File: config.mk
export PLATFORM = sky130hd
export DESIGN_NAME = array_list_insert_delete_search_core
export DESIGN_NICKNAME = d
export VERILOG_FILES = /design/src/rtl/alid_pkg.sv /design/src/rtl/alid_ram.sv /design/src/rtl/alid_cmp.sv /design/src/rtl/array_list_insert_delete_search_core.sv
export SDC_FILE = /design/constraint.sdc
export NUM_CORES = 1
export LEC_CHECK = 0
export ABC_CLOCK_PERIOD_IN_PS = 6300
export BUFFER_PORTS_ARGS = -buffer_cell sky130_fd_sc_hd__buf_4
export CAP_MARGIN = 20
export CORE_AREA = 2 2 236 238
export CTS_CLUSTER_DIAMETER = 100
export DETAILED_ROUTE_END_ITERATION = 16
export DIE_AREA = 0 0 238 240
export PLACE_DENSITY = 0.71
export SLEW_MARGIN = 10
export SYNTH_ARGS = -nofsm -noshare
export SYNTH_HDL_FRONTEND = slang
export SYNTH_SLANG_ARGS = --single-unit
export TNS_END_PERCENT = 5
File: constraint.sdc
create_clock -name clk_i -period 6.3 [get_ports clk_i]
set_clock_uncertainty 0.2 [all_clocks]
set_input_delay 0.63 -clock clk_i [delete_from_list [all_inputs] [get_ports clk_i]]
set_output_delay 0.63 -clock clk_i [all_outputs]
set_load 0.03 [all_outputs]
File: src/rtl/alid_pkg.sv
// Package for the array list core: shared widths, operation and status codes,
// sequencer states and the compare result bundle.
// No dependencies.
package alid_pkg;

  localparam int unsigned DATA_W    = 32;
  localparam int unsigned CNT_W     = 5;
  localparam int unsigned IDX_W     = 4;
  localparam int unsigned KIND_W    = 3;
  localparam int unsigned STAT_W    = 2;
  localparam logic [CNT_W-1:0] CAP_RESET = 5'd16;

  // operation codes carried by kind
  typedef enum logic [KIND_W-1:0] {
    K_APPEND = 3'd0,
    K_INSERT = 3'd1,
    K_DELETE = 3'd2,
    K_LINEAR = 3'd3,
    K_MTF    = 3'd4,
    K_BINARY = 3'd5
  } kind_e;

  // result status codes
  typedef enum logic [STAT_W-1:0] {
    STAT_OK    = 2'd0,
    STAT_FULL  = 2'd1,
    STAT_RANGE = 2'd2,
    STAT_MISS  = 2'd3
  } status_e;

  // sequencer states
  typedef enum logic [2:0] {
    ST_IDLE,
    ST_SHIFT_UP,
    ST_INS_WR,
    ST_DEL_FIRST,
    ST_SHIFT_DN,
    ST_SCAN,
    ST_SWAP,
    ST_BIN_RD
  } state_e;

  // outcome of the shared comparator
  typedef struct packed {
    logic eq;
    logic lt;
  } cmp_res_t;

endpackage

File: src/rtl/alid_ram.sv
// Generic single write port, single read port RAM with registered read data.
// No dependencies.
module alid_ram #(
  parameter int unsigned WIDTH = 32,
  parameter int unsigned DEPTH = 16,
  localparam int unsigned AW   = $clog2(DEPTH)
) (
  input  logic             clk_i,
  input  logic             we_i,
  input  logic [AW-1:0]    waddr_i,
  input  logic [WIDTH-1:0] wdata_i,
  input  logic [AW-1:0]    raddr_i,
  output logic [WIDTH-1:0] rdata_o
);

  logic [WIDTH-1:0] mem [DEPTH];
  logic [WIDTH-1:0] rdata_q;

  // write port
  always_ff @(posedge clk_i) begin
    if (we_i) begin
      mem[waddr_i] <= wdata_i;
    end
  end

  // registered read port
  always_ff @(posedge clk_i) begin
    rdata_q <= mem[raddr_i];
  end

  assign rdata_o = rdata_q;

endmodule

File: src/rtl/alid_cmp.sv
// Shared comparator: key against the word just read from the store.
// Depends on alid_pkg.
module alid_cmp
  import alid_pkg::*;
(
  input  logic signed [DATA_W-1:0] key_i,
  input  logic signed [DATA_W-1:0] data_i,
  output cmp_res_t                 cmp_o
);

  // equality for all searches, signed order for the halving walk
  always_comb begin
    cmp_o.eq = (key_i == data_i);
    cmp_o.lt = (key_i < data_i);
  end

endmodule

File: src/rtl/array_list_insert_delete_search_core.sv
// Array list core: packed list of signed 32-bit words with append, insert,
// delete, linear search, move-to-front search and binary search.
// Channels: an item (kind_i, index_i, value_i) is taken when start is high and
// busy is low. Its single result (status_o, position_o, removed_value_o,
// fill_count_o) is shown for exactly one cycle with done_o high; the receiver
// cannot hold it off. The capacity register is written through cfg_valid_i /
// cfg_data_i, always ready, and should only be written while busy is low.
// Append, an unknown kind and any failed check finish straight from idle. Insert
// fetches the last entry and moves entries up one place down to the index, then
// writes the new word (at once when the index equals the fill). Delete reads the
// removed word, then moves each later entry down. Linear search scans from the
// head to a hit or the end; move-to-front then swaps the hit with the head.
// Binary search alternates a probe issue and a compare, halving the range.
// One item is worked on at a time; all store reads go through the single
// registered read port, and searches check each word with the shared compare.
// Reset clears the fill count to 0, sets capacity to 16 and idles the sequencer;
// store contents stay undefined and are never read before being written.
module array_list_insert_delete_search_core
  import alid_pkg::*;
#(
  parameter int unsigned DEPTH = 16
) (
  input  logic                     clk_i,
  input  logic                     rst_ni,
  input  logic                     start,
  output logic                     busy,
  input  logic [KIND_W-1:0]        kind_i,
  input  logic [IDX_W-1:0]         index_i,
  input  logic signed [DATA_W-1:0] value_i,
  output logic                     done_o,
  output logic [STAT_W-1:0]        status_o,
  output logic [IDX_W-1:0]         position_o,
  output logic signed [DATA_W-1:0] removed_value_o,
  output logic [CNT_W-1:0]         fill_count_o,
  input  logic                     cfg_valid_i,
  output logic                     cfg_ready_o,
  input  logic [CNT_W-1:0]         cfg_data_i
);

  localparam int unsigned AW = $clog2(DEPTH);
  localparam int unsigned PW = ((AW > CNT_W) ? AW : CNT_W) + 1;
  localparam logic [PW-1:0] DEPTH_P = PW'(DEPTH);

  // control state
  state_e           state_q, state_d;
  logic [CNT_W-1:0] used_q, used_d;
  logic [CNT_W-1:0] cap_q;
  logic             done_q, done_d;

  // working registers
  logic [PW-1:0]            ptr_q, ptr_d;
  logic [PW-1:0]            lo_q, lo_d;
  logic [PW-1:0]            hi_q, hi_d;
  kind_e                    kind_q, kind_d;
  logic [IDX_W-1:0]         idx_q, idx_d;
  logic signed [DATA_W-1:0] key_q, key_d;
  logic signed [DATA_W-1:0] first_q, first_d;
  status_e                  status_q, status_d;
  logic [IDX_W-1:0]         pos_q, pos_d;
  logic signed [DATA_W-1:0] rem_q, rem_d;

  // store and comparator connections
  logic              ram_we;
  logic [AW-1:0]     ram_waddr;
  logic [DATA_W-1:0] ram_wdata;
  logic [AW-1:0]     ram_raddr;
  logic [DATA_W-1:0] ram_rdata;
  cmp_res_t          cmp;

  // widened views and pointer arithmetic
  logic [PW-1:0] used_x, cap_x, idx_in_x, idx_qx;
  logic [PW-1:0] used_m1, ptr_p1, ptr_p2, ptr_m1, mid_sum, mid;
  logic          full;

  assign used_x   = {{(PW-CNT_W){1'b0}}, used_q};
  assign cap_x    = {{(PW-CNT_W){1'b0}}, cap_q};
  assign idx_in_x = {{(PW-IDX_W){1'b0}}, index_i};
  assign idx_qx   = {{(PW-IDX_W){1'b0}}, idx_q};
  assign used_m1  = used_x - PW'(1);
  assign ptr_p1   = ptr_q + PW'(1);
  assign ptr_p2   = ptr_q + PW'(2);
  assign ptr_m1   = ptr_q - PW'(1);
  assign mid_sum  = lo_q + hi_q - PW'(1);
  assign mid      = mid_sum >> 1;
  assign full     = (used_x >= cap_x) || (used_x >= DEPTH_P);

  alid_ram #(
    .WIDTH (DATA_W),
    .DEPTH (DEPTH)
  ) u_ram (
    .clk_i   (clk_i),
    .we_i    (ram_we),
    .waddr_i (ram_waddr),
    .wdata_i (ram_wdata),
    .raddr_i (ram_raddr),
    .rdata_o (ram_rdata)
  );

  alid_cmp u_cmp (
    .key_i  (key_q),
    .data_i (ram_rdata),
    .cmp_o  (cmp)
  );

  // control registers
  always_ff @(posedge clk_i or negedge rst_ni) begin
    if (!rst_ni) begin
      state_q <= ST_IDLE;
      used_q  <= '0;
      cap_q   <= CAP_RESET;
      done_q  <= 1'b0;
    end else begin
      state_q <= state_d;
      used_q  <= used_d;
      done_q  <= done_d;
      if (cfg_valid_i) begin
        cap_q <= cfg_data_i;
      end
    end
  end

  // working and result registers
  always_ff @(posedge clk_i) begin
    ptr_q    <= ptr_d;
    lo_q     <= lo_d;
    hi_q     <= hi_d;
    kind_q   <= kind_d;
    idx_q    <= idx_d;
    key_q    <= key_d;
    first_q  <= first_d;
    status_q <= status_d;
    pos_q    <= pos_d;
    rem_q    <= rem_d;
  end

  // sequencer: next state, store access and result capture
  always_comb begin
    state_d   = state_q;
    used_d    = used_q;
    done_d    = 1'b0;
    ptr_d     = ptr_q;
    lo_d      = lo_q;
    hi_d      = hi_q;
    kind_d    = kind_q;
    idx_d     = idx_q;
    key_d     = key_q;
    first_d   = first_q;
    status_d  = status_q;
    pos_d     = pos_q;
    rem_d     = rem_q;
    ram_we    = 1'b0;
    ram_waddr = ptr_q[AW-1:0];
    ram_wdata = ram_rdata;
    ram_raddr = ptr_q[AW-1:0];
    case (state_q)
      ST_IDLE: begin
        if (start) begin
          kind_d   = kind_e'(kind_i);
          idx_d    = index_i;
          key_d    = value_i;
          status_d = STAT_OK;
          pos_d    = '0;
          rem_d    = '0;
          case (kind_e'(kind_i))
            K_APPEND: begin
              done_d = 1'b1;
              if (full) begin
                status_d = STAT_FULL;
              end else begin
                ram_we    = 1'b1;
                ram_waddr = used_x[AW-1:0];
                ram_wdata = value_i;
                used_d    = used_q + CNT_W'(1);
              end
            end
            K_INSERT: begin
              if (idx_in_x > used_x) begin
                status_d = STAT_RANGE;
                done_d   = 1'b1;
              end else if (full) begin
                status_d = STAT_FULL;
                done_d   = 1'b1;
              end else if (idx_in_x == used_x) begin
                ram_we    = 1'b1;
                ram_waddr = used_x[AW-1:0];
                ram_wdata = value_i;
                used_d    = used_q + CNT_W'(1);
                done_d    = 1'b1;
              end else begin
                // fetch the last entry, then walk down moving entries up
                ram_raddr = used_m1[AW-1:0];
                ptr_d     = used_m1;
                state_d   = ST_SHIFT_UP;
              end
            end
            K_DELETE: begin
              if (idx_in_x >= used_x) begin
                status_d = STAT_RANGE;
                done_d   = 1'b1;
              end else begin
                ram_raddr = idx_in_x[AW-1:0];
                ptr_d     = idx_in_x;
                state_d   = ST_DEL_FIRST;
              end
            end
            K_LINEAR, K_MTF: begin
              if (used_q == '0) begin
                status_d = STAT_MISS;
                done_d   = 1'b1;
              end else begin
                ram_raddr = '0;
                ptr_d     = '0;
                state_d   = ST_SCAN;
              end
            end
            K_BINARY: begin
              if (used_q == '0) begin
                status_d = STAT_MISS;
                done_d   = 1'b1;
              end else begin
                lo_d    = '0;
                hi_d    = used_x;
                state_d = ST_BIN_RD;
              end
            end
            default: begin
              done_d = 1'b1;
            end
          endcase
        end
      end

      // entry at ptr arrives: move it one place up, fetch the one below
      ST_SHIFT_UP: begin
        ram_we    = 1'b1;
        ram_waddr = ptr_p1[AW-1:0];
        ram_wdata = ram_rdata;
        if (ptr_q == idx_qx) begin
          state_d = ST_INS_WR;
        end else begin
          ram_raddr = ptr_m1[AW-1:0];
          ptr_d     = ptr_m1;
        end
      end

      // drop the new word into the gap
      ST_INS_WR: begin
        ram_we    = 1'b1;
        ram_waddr = idx_qx[AW-1:0];
        ram_wdata = key_q;
        used_d    = used_q + CNT_W'(1);
        done_d    = 1'b1;
        state_d   = ST_IDLE;
      end

      // removed word arrives
      ST_DEL_FIRST: begin
        rem_d = ram_rdata;
        if (ptr_p1 == used_x) begin
          used_d  = used_q - CNT_W'(1);
          done_d  = 1'b1;
          state_d = ST_IDLE;
        end else begin
          ram_raddr = ptr_p1[AW-1:0];
          state_d   = ST_SHIFT_DN;
        end
      end

      // entry at ptr+1 arrives: move it down to ptr
      ST_SHIFT_DN: begin
        ram_we    = 1'b1;
        ram_waddr = ptr_q[AW-1:0];
        ram_wdata = ram_rdata;
        if (ptr_p2 == used_x) begin
          used_d  = used_q - CNT_W'(1);
          done_d  = 1'b1;
          state_d = ST_IDLE;
        end else begin
          ram_raddr = ptr_p2[AW-1:0];
          ptr_d     = ptr_p1;
        end
      end

      // one entry per cycle through the comparator
      ST_SCAN: begin
        if (ptr_q == '0) begin
          first_d = ram_rdata;
        end
        if (cmp.eq) begin
          pos_d = ptr_q[IDX_W-1:0];
          if ((kind_q == K_MTF) && (ptr_q != '0)) begin
            // old head goes to the hit slot, the key to the head next cycle
            ram_we    = 1'b1;
            ram_waddr = ptr_q[AW-1:0];
            ram_wdata = first_q;
            state_d   = ST_SWAP;
          end else begin
            done_d  = 1'b1;
            state_d = ST_IDLE;
          end
        end else if (ptr_p1 == used_x) begin
          status_d = STAT_MISS;
          done_d   = 1'b1;
          state_d  = ST_IDLE;
        end else begin
          ram_raddr = ptr_p1[AW-1:0];
          ptr_d     = ptr_p1;
        end
      end

      ST_SWAP: begin
        ram_we    = 1'b1;
        ram_waddr = '0;
        ram_wdata = key_q;
        done_d    = 1'b1;
        state_d   = ST_IDLE;
      end

      // halving walk, hi is one past the upper bound; probe issue or compare
      ST_BIN_RD: begin
        if (ptr_q[PW-1] == 1'b0 && lo_q < hi_q && kind_q == K_BINARY && !first_q[0]) begin
          ram_raddr = mid[AW-1:0];
          ptr_d     = mid;
          first_d   = {DATA_W{1'b1}};
        end else if (first_q[0]) begin
          // probe data has arrived
          first_d = '0;
          if (cmp.eq) begin
            pos_d   = ptr_q[IDX_W-1:0];
            done_d  = 1'b1;
            state_d = ST_IDLE;
          end else if (cmp.lt) begin
            hi_d = ptr_q;
          end else begin
            lo_d = ptr_p1;
          end
        end else begin
          status_d = STAT_MISS;
          done_d   = 1'b1;
          state_d  = ST_IDLE;
        end
      end

      default: begin
        state_d = ST_IDLE;
      end
    endcase

    // binary walk starts in issue phase
    if (state_q == ST_IDLE && start && kind_e'(kind_i) == K_BINARY) begin
      first_d = '0;
      ptr_d   = '0;
    end
  end

  // outputs
  assign busy            = (state_q != ST_IDLE);
  assign done_o          = done_q;
  assign status_o        = status_q;
  assign position_o      = pos_q;
  assign removed_value_o = rem_q;
  assign fill_count_o    = used_q;
  assign cfg_ready_o     = 1'b1;

`ifndef SYNTHESIS
  // fill never exceeds the store depth
  a_fill_bound: assert property (@(posedge clk_i) disable iff (!rst_ni)
    ({{(PW-CNT_W){1'b0}}, used_q} <= DEPTH_P))
    else $error("fill count beyond store depth");

  // a result is only shown once the sequencer is back at rest
  a_done_idle: assert property (@(posedge clk_i) disable iff (!rst_ni)
    done_o |-> !busy)
    else $error("result strobe while sequencer busy");

  // an accepted item either finishes at once or keeps the block busy
  a_accept_progress: assert property (@(posedge clk_i) disable iff (!rst_ni)
    (start && !busy) |=> (busy || done_o))
    else $error("accepted item neither running nor finished");

  // the fill count only moves together with a result
  a_fill_moves_with_done: assert property (@(posedge clk_i) disable iff (!rst_ni)
    !$stable(used_q) |-> done_o)
    else $error("fill count changed without a result");
`endif

endmodule

==> results.sh <==
export IMPL_grt_ovfl_total=0
export IMPL_antenna_found_initial=1
export IMPL_drc=0
export IMPL_fmax_mhz=187
export IMPL_dp_hpwl_mm=50.0
export IMPL_yosysTopAreaCell="edfxtp_1"
export IMPL_clk_pin_slew_ns=0.06
export IMPL_ir_drop_mv=0.780
export IMPL_areaGrowthSynthToFinish_pct=13.9
export IMPL_dr_pass1_iters=5
export IMPL_power_frac_clock_pct=20.0
export IMPL_ys_top_cells_by_area="edfxtp_1 (61%), mux2i_1 (8.8%), dfxtp_1 (4.7%)"
export IMPL_leakage_nw=12.9
export IMPL_synth_edf_count=601
export IMPL_cts_buffers=71
export IMPL_avgViaCountPerCell=6.37
export IMPL_clkLatencyLatePin_ns=0.62
export IMPL_start_util_pct=54.4
export IMPL_cts_buffer_depth=3
export IMPL_htree_levels=3
export IMPL_synthesis_area_sq_mm=0.0298
export IMPL_synth_cell_types=98
export IMPL_cp_data_required_time_ns=6.60
export IMPL_globalRouteTotalUtil_pct=28.6
export IMPL_p_per_area_mw_per_mm2=625
export IMPL_fin_tns_setup_ns=0
export IMPL_sw_frac_of_total_pct=39.1
export IMPL_clock_root_buffer="clkbuf_16"
export IMPL_finish_instance_area_sq_mm=0.0339
export IMPL_fin_ws_ns=0.954
export IMPL_drt_iter0_drc=1798
export IMPL_whs_path_depth=1
export IMPL_yosys_area_top_type_share_pct=60.6
export IMPL_yosysSeqAreaShare_pct=66.5
export IMPL_clock_sinks=685
export IMPL_num_rows=86
export IMPL_place_ws_ns=0.925
export IMPL_r2r_cells=13
export IMPL_core_sq_mm=0.0547
export IMPL_p_int_mw=12.9
export IMPL_period_minus_slack_ns=5.35
export IMPL_finalSetupViolCount=0
export IMPL_critPathArrivalTime_ns=5.65
export IMPL_ys_flop_type="edfxtp_1"
export IMPL_hold_viol_final=0
export IMPL_rsz0062_at_grt="false"
export IMPL_end_kind="flop"
export IMPL_ys_warn_count=0
export IMPL_holdWs_ns=0.0211
export IMPL_grt_pass1_wl_mm=119
export IMPL_path_class="flop to flop"
export IMPL_pwr_share_seq_pct=36.6
export IMPL_ys_ff_latch=685
export IMPL_die_w_microns=238
export IMPL_async_reset_ff_share_pct=2.04
export IMPL_grt_max_degree=73
export IMPL_tritoncts="done"
export IMPL_routed_wl_mm=80.8
export IMPL_place_congestion=0.907
export IMPL_wire_per_inst_microns=27.8
export IMPL_antenna_cells=0
export IMPL_fin_nets=2260
export IMPL_detail_route_antenna_nets=0
export IMPL_slew_violations=0
export IMPL_max_cap_violations=0
export IMPL_worst_slew_pin_slew_ns=1.09
export IMPL_slew_headroom_pct=27.1
export IMPL_dpl_instance_area_sq_mm=0.0313
export IMPL_netlist_instances=2023
export IMPL_vias=18486
export IMPL_synth_fp_nets=2138
export IMPL_min_path_type="input port to flop"
export IMPL_post_route_period_util_pct=84.9
export IMPL_port_buffers=92
export IMPL_cts_setup_buffers=0
export IMPL_total_power_mw=21.2
export IMPL_layout_drive_gt1_share_pct=14.9
export IMPL_boundaryPins=94
export IMPL_dieArea_sq_mm=0.0571
export IMPL_grt_pass1_vias=18224
export IMPL_syn_area_per_cell_sq_um=14.7
export IMPL_crit_path_max_fanout=14
export IMPL_fp_dieH_microns=240
export IMPL_start_kind="flop"
export IMPL_status="completed"
export IMPL_switching_power_mw=8.29
export IMPL_pwr_share_comb_pct=43.4
kinds of logic after synthesis:
logic type / after synthesis / share of synthesized area, %
buffers and inverters: 187 / 3.38
other: 1 / 0.0126
AOI/OAI and AO/OA: 446 / 11.0
xor gates and xnor gates: 31 / 1.02
muxes: 266 / 8.96
DFF: 685 / 66.5
and+or+nand+nor: 340 / 6.24
adders and majority gates: 67 / 2.87
critical path: stages, from the launching register on:
cell and delay (ns):
edfxtp_1 0.40, ha_1 0.35, nand4_1 0.29, nor4_1 0.73
nand2_1 0.42, a21boi_2 0.38, nor3_1 0.12, o41ai_2 0.39
o2111ai_4 0.30, nor3_4 0.72, buf_4 0.35, buf_4 0.23
a22oi_1 0.12, and4_1 0.21
power groups by stage:
stage | Combinational (mW) | Clock, mW | Sequential [mW]
finish | 9.19 | 4.24 | 7.76
global route | 9.78 | 4.46 | 7.86
CTS | 9.14 | 4.29 | 7.75
detailed placement | 9.08 | 0 | 7.83
global placement | 8.93 | 0 | 7.78
floorplan | 6.10 | 0 | 7.85
metrics by stage:
step                      util, %  cells
after floorplan                 -   2023
final                        62.0   2904
after detailed placement     57.3   2756
after CTS                    62.0   2903
after global placement       57.3   2755
after global routing         62.0   2904
sequential cells by signal, summed over array words and instances, names as in the netlist:
name / cells
done_o: 1
cap_q: 5
first_q: 32
hi_q: 6
state_q: 3
kind_q: 3
lo_q: 6
removed_value_o: 32
u_ram.mem: 512
idx_q: 4
position_o: 4
ptr_q: 6
key_q: 32
status_o: 2
fill_count_o: 5
u_ram.rdata_o: 32
layout make-up:
type	count	area [sq um]
multi-input combinational	1151	9130
clock buffer	90	1900
tap	704	881
sequential	685	19800
inverter	69	259
clock inverter	38	443
timing repair buffer	167	1480
fill	4038	20800
placed cells by master (no fill, tap or decap), drive strengths merged, types with 20 or more instances in the layout:
cell / instances
dfxtp: 70
and4: 32
inv: 72
clkbuf: 90
edfxtp: 601
ha: 65
nor3: 28
a221o: 34
mux2i: 262
buf: 148
a22o: 35
clkinv: 25
a22oi: 132
nand2: 103
o21ai: 82
nor2: 92
a21oi: 74
xor2: 20
worst paths after layout:
path | slack [ns] | to | startpoint
worst max register to register | 0.95 | u_ram.rdata_o[10] | key_q[15]
worst min register to register | 0.25 | first_q[21] | first_q[21]
worst min-delay path | 0.02 | key_q[30] | value_i[30]
max in group asynchronous | 5.45 | cap_q[4] | rst_ni
worst max-delay path | 0.95 | u_ram.rdata_o[10] | key_q[15]
min in group asynchronous | 0.20 | fill_count_o[1] | rst_ni
layer usage:
metal	track usage (%)	vias up	part of all wire, %
met5	0	-	0.021
met4	11.2	2	3.6
met3	4.94	185	7.6
met2	46.0	889	47
met1	39.0	9315	41
li1	-	8095	-
cells in the mapped netlist, types with 5 or more instances:
master    count
edfxtp_1    601
mux2i_1     262
a22oi_1     132
nand2_1     103
nor2_1       91
o21ai_0      79
a21oi_1      73
dfxtp_1      70
inv_1        67
ha_1         65
clkbuf_1     45
a22o_1       35
a221o_1      34
and4_1       32
buf_4        25
buf_2        21
xor2_1       20
buf_6        18
nor3_1       17
a21o_1       16
nor2b_1      14
dfrtp_1      13
nand4_1      12
nand2b_1     11
a211oi_1     10
nand3_1      10
nor3_4        9
xnor2_1       9
o21a_1        7
and3_1        6
o211ai_1      6
nor4_1        5
timing repair:
action,4_1_cts,5_1_grt
endpoints found under the hold margin,32,0
hold buffers,19,0
gates resized for setup,0,0
Power figures use the tool's default switching activity.
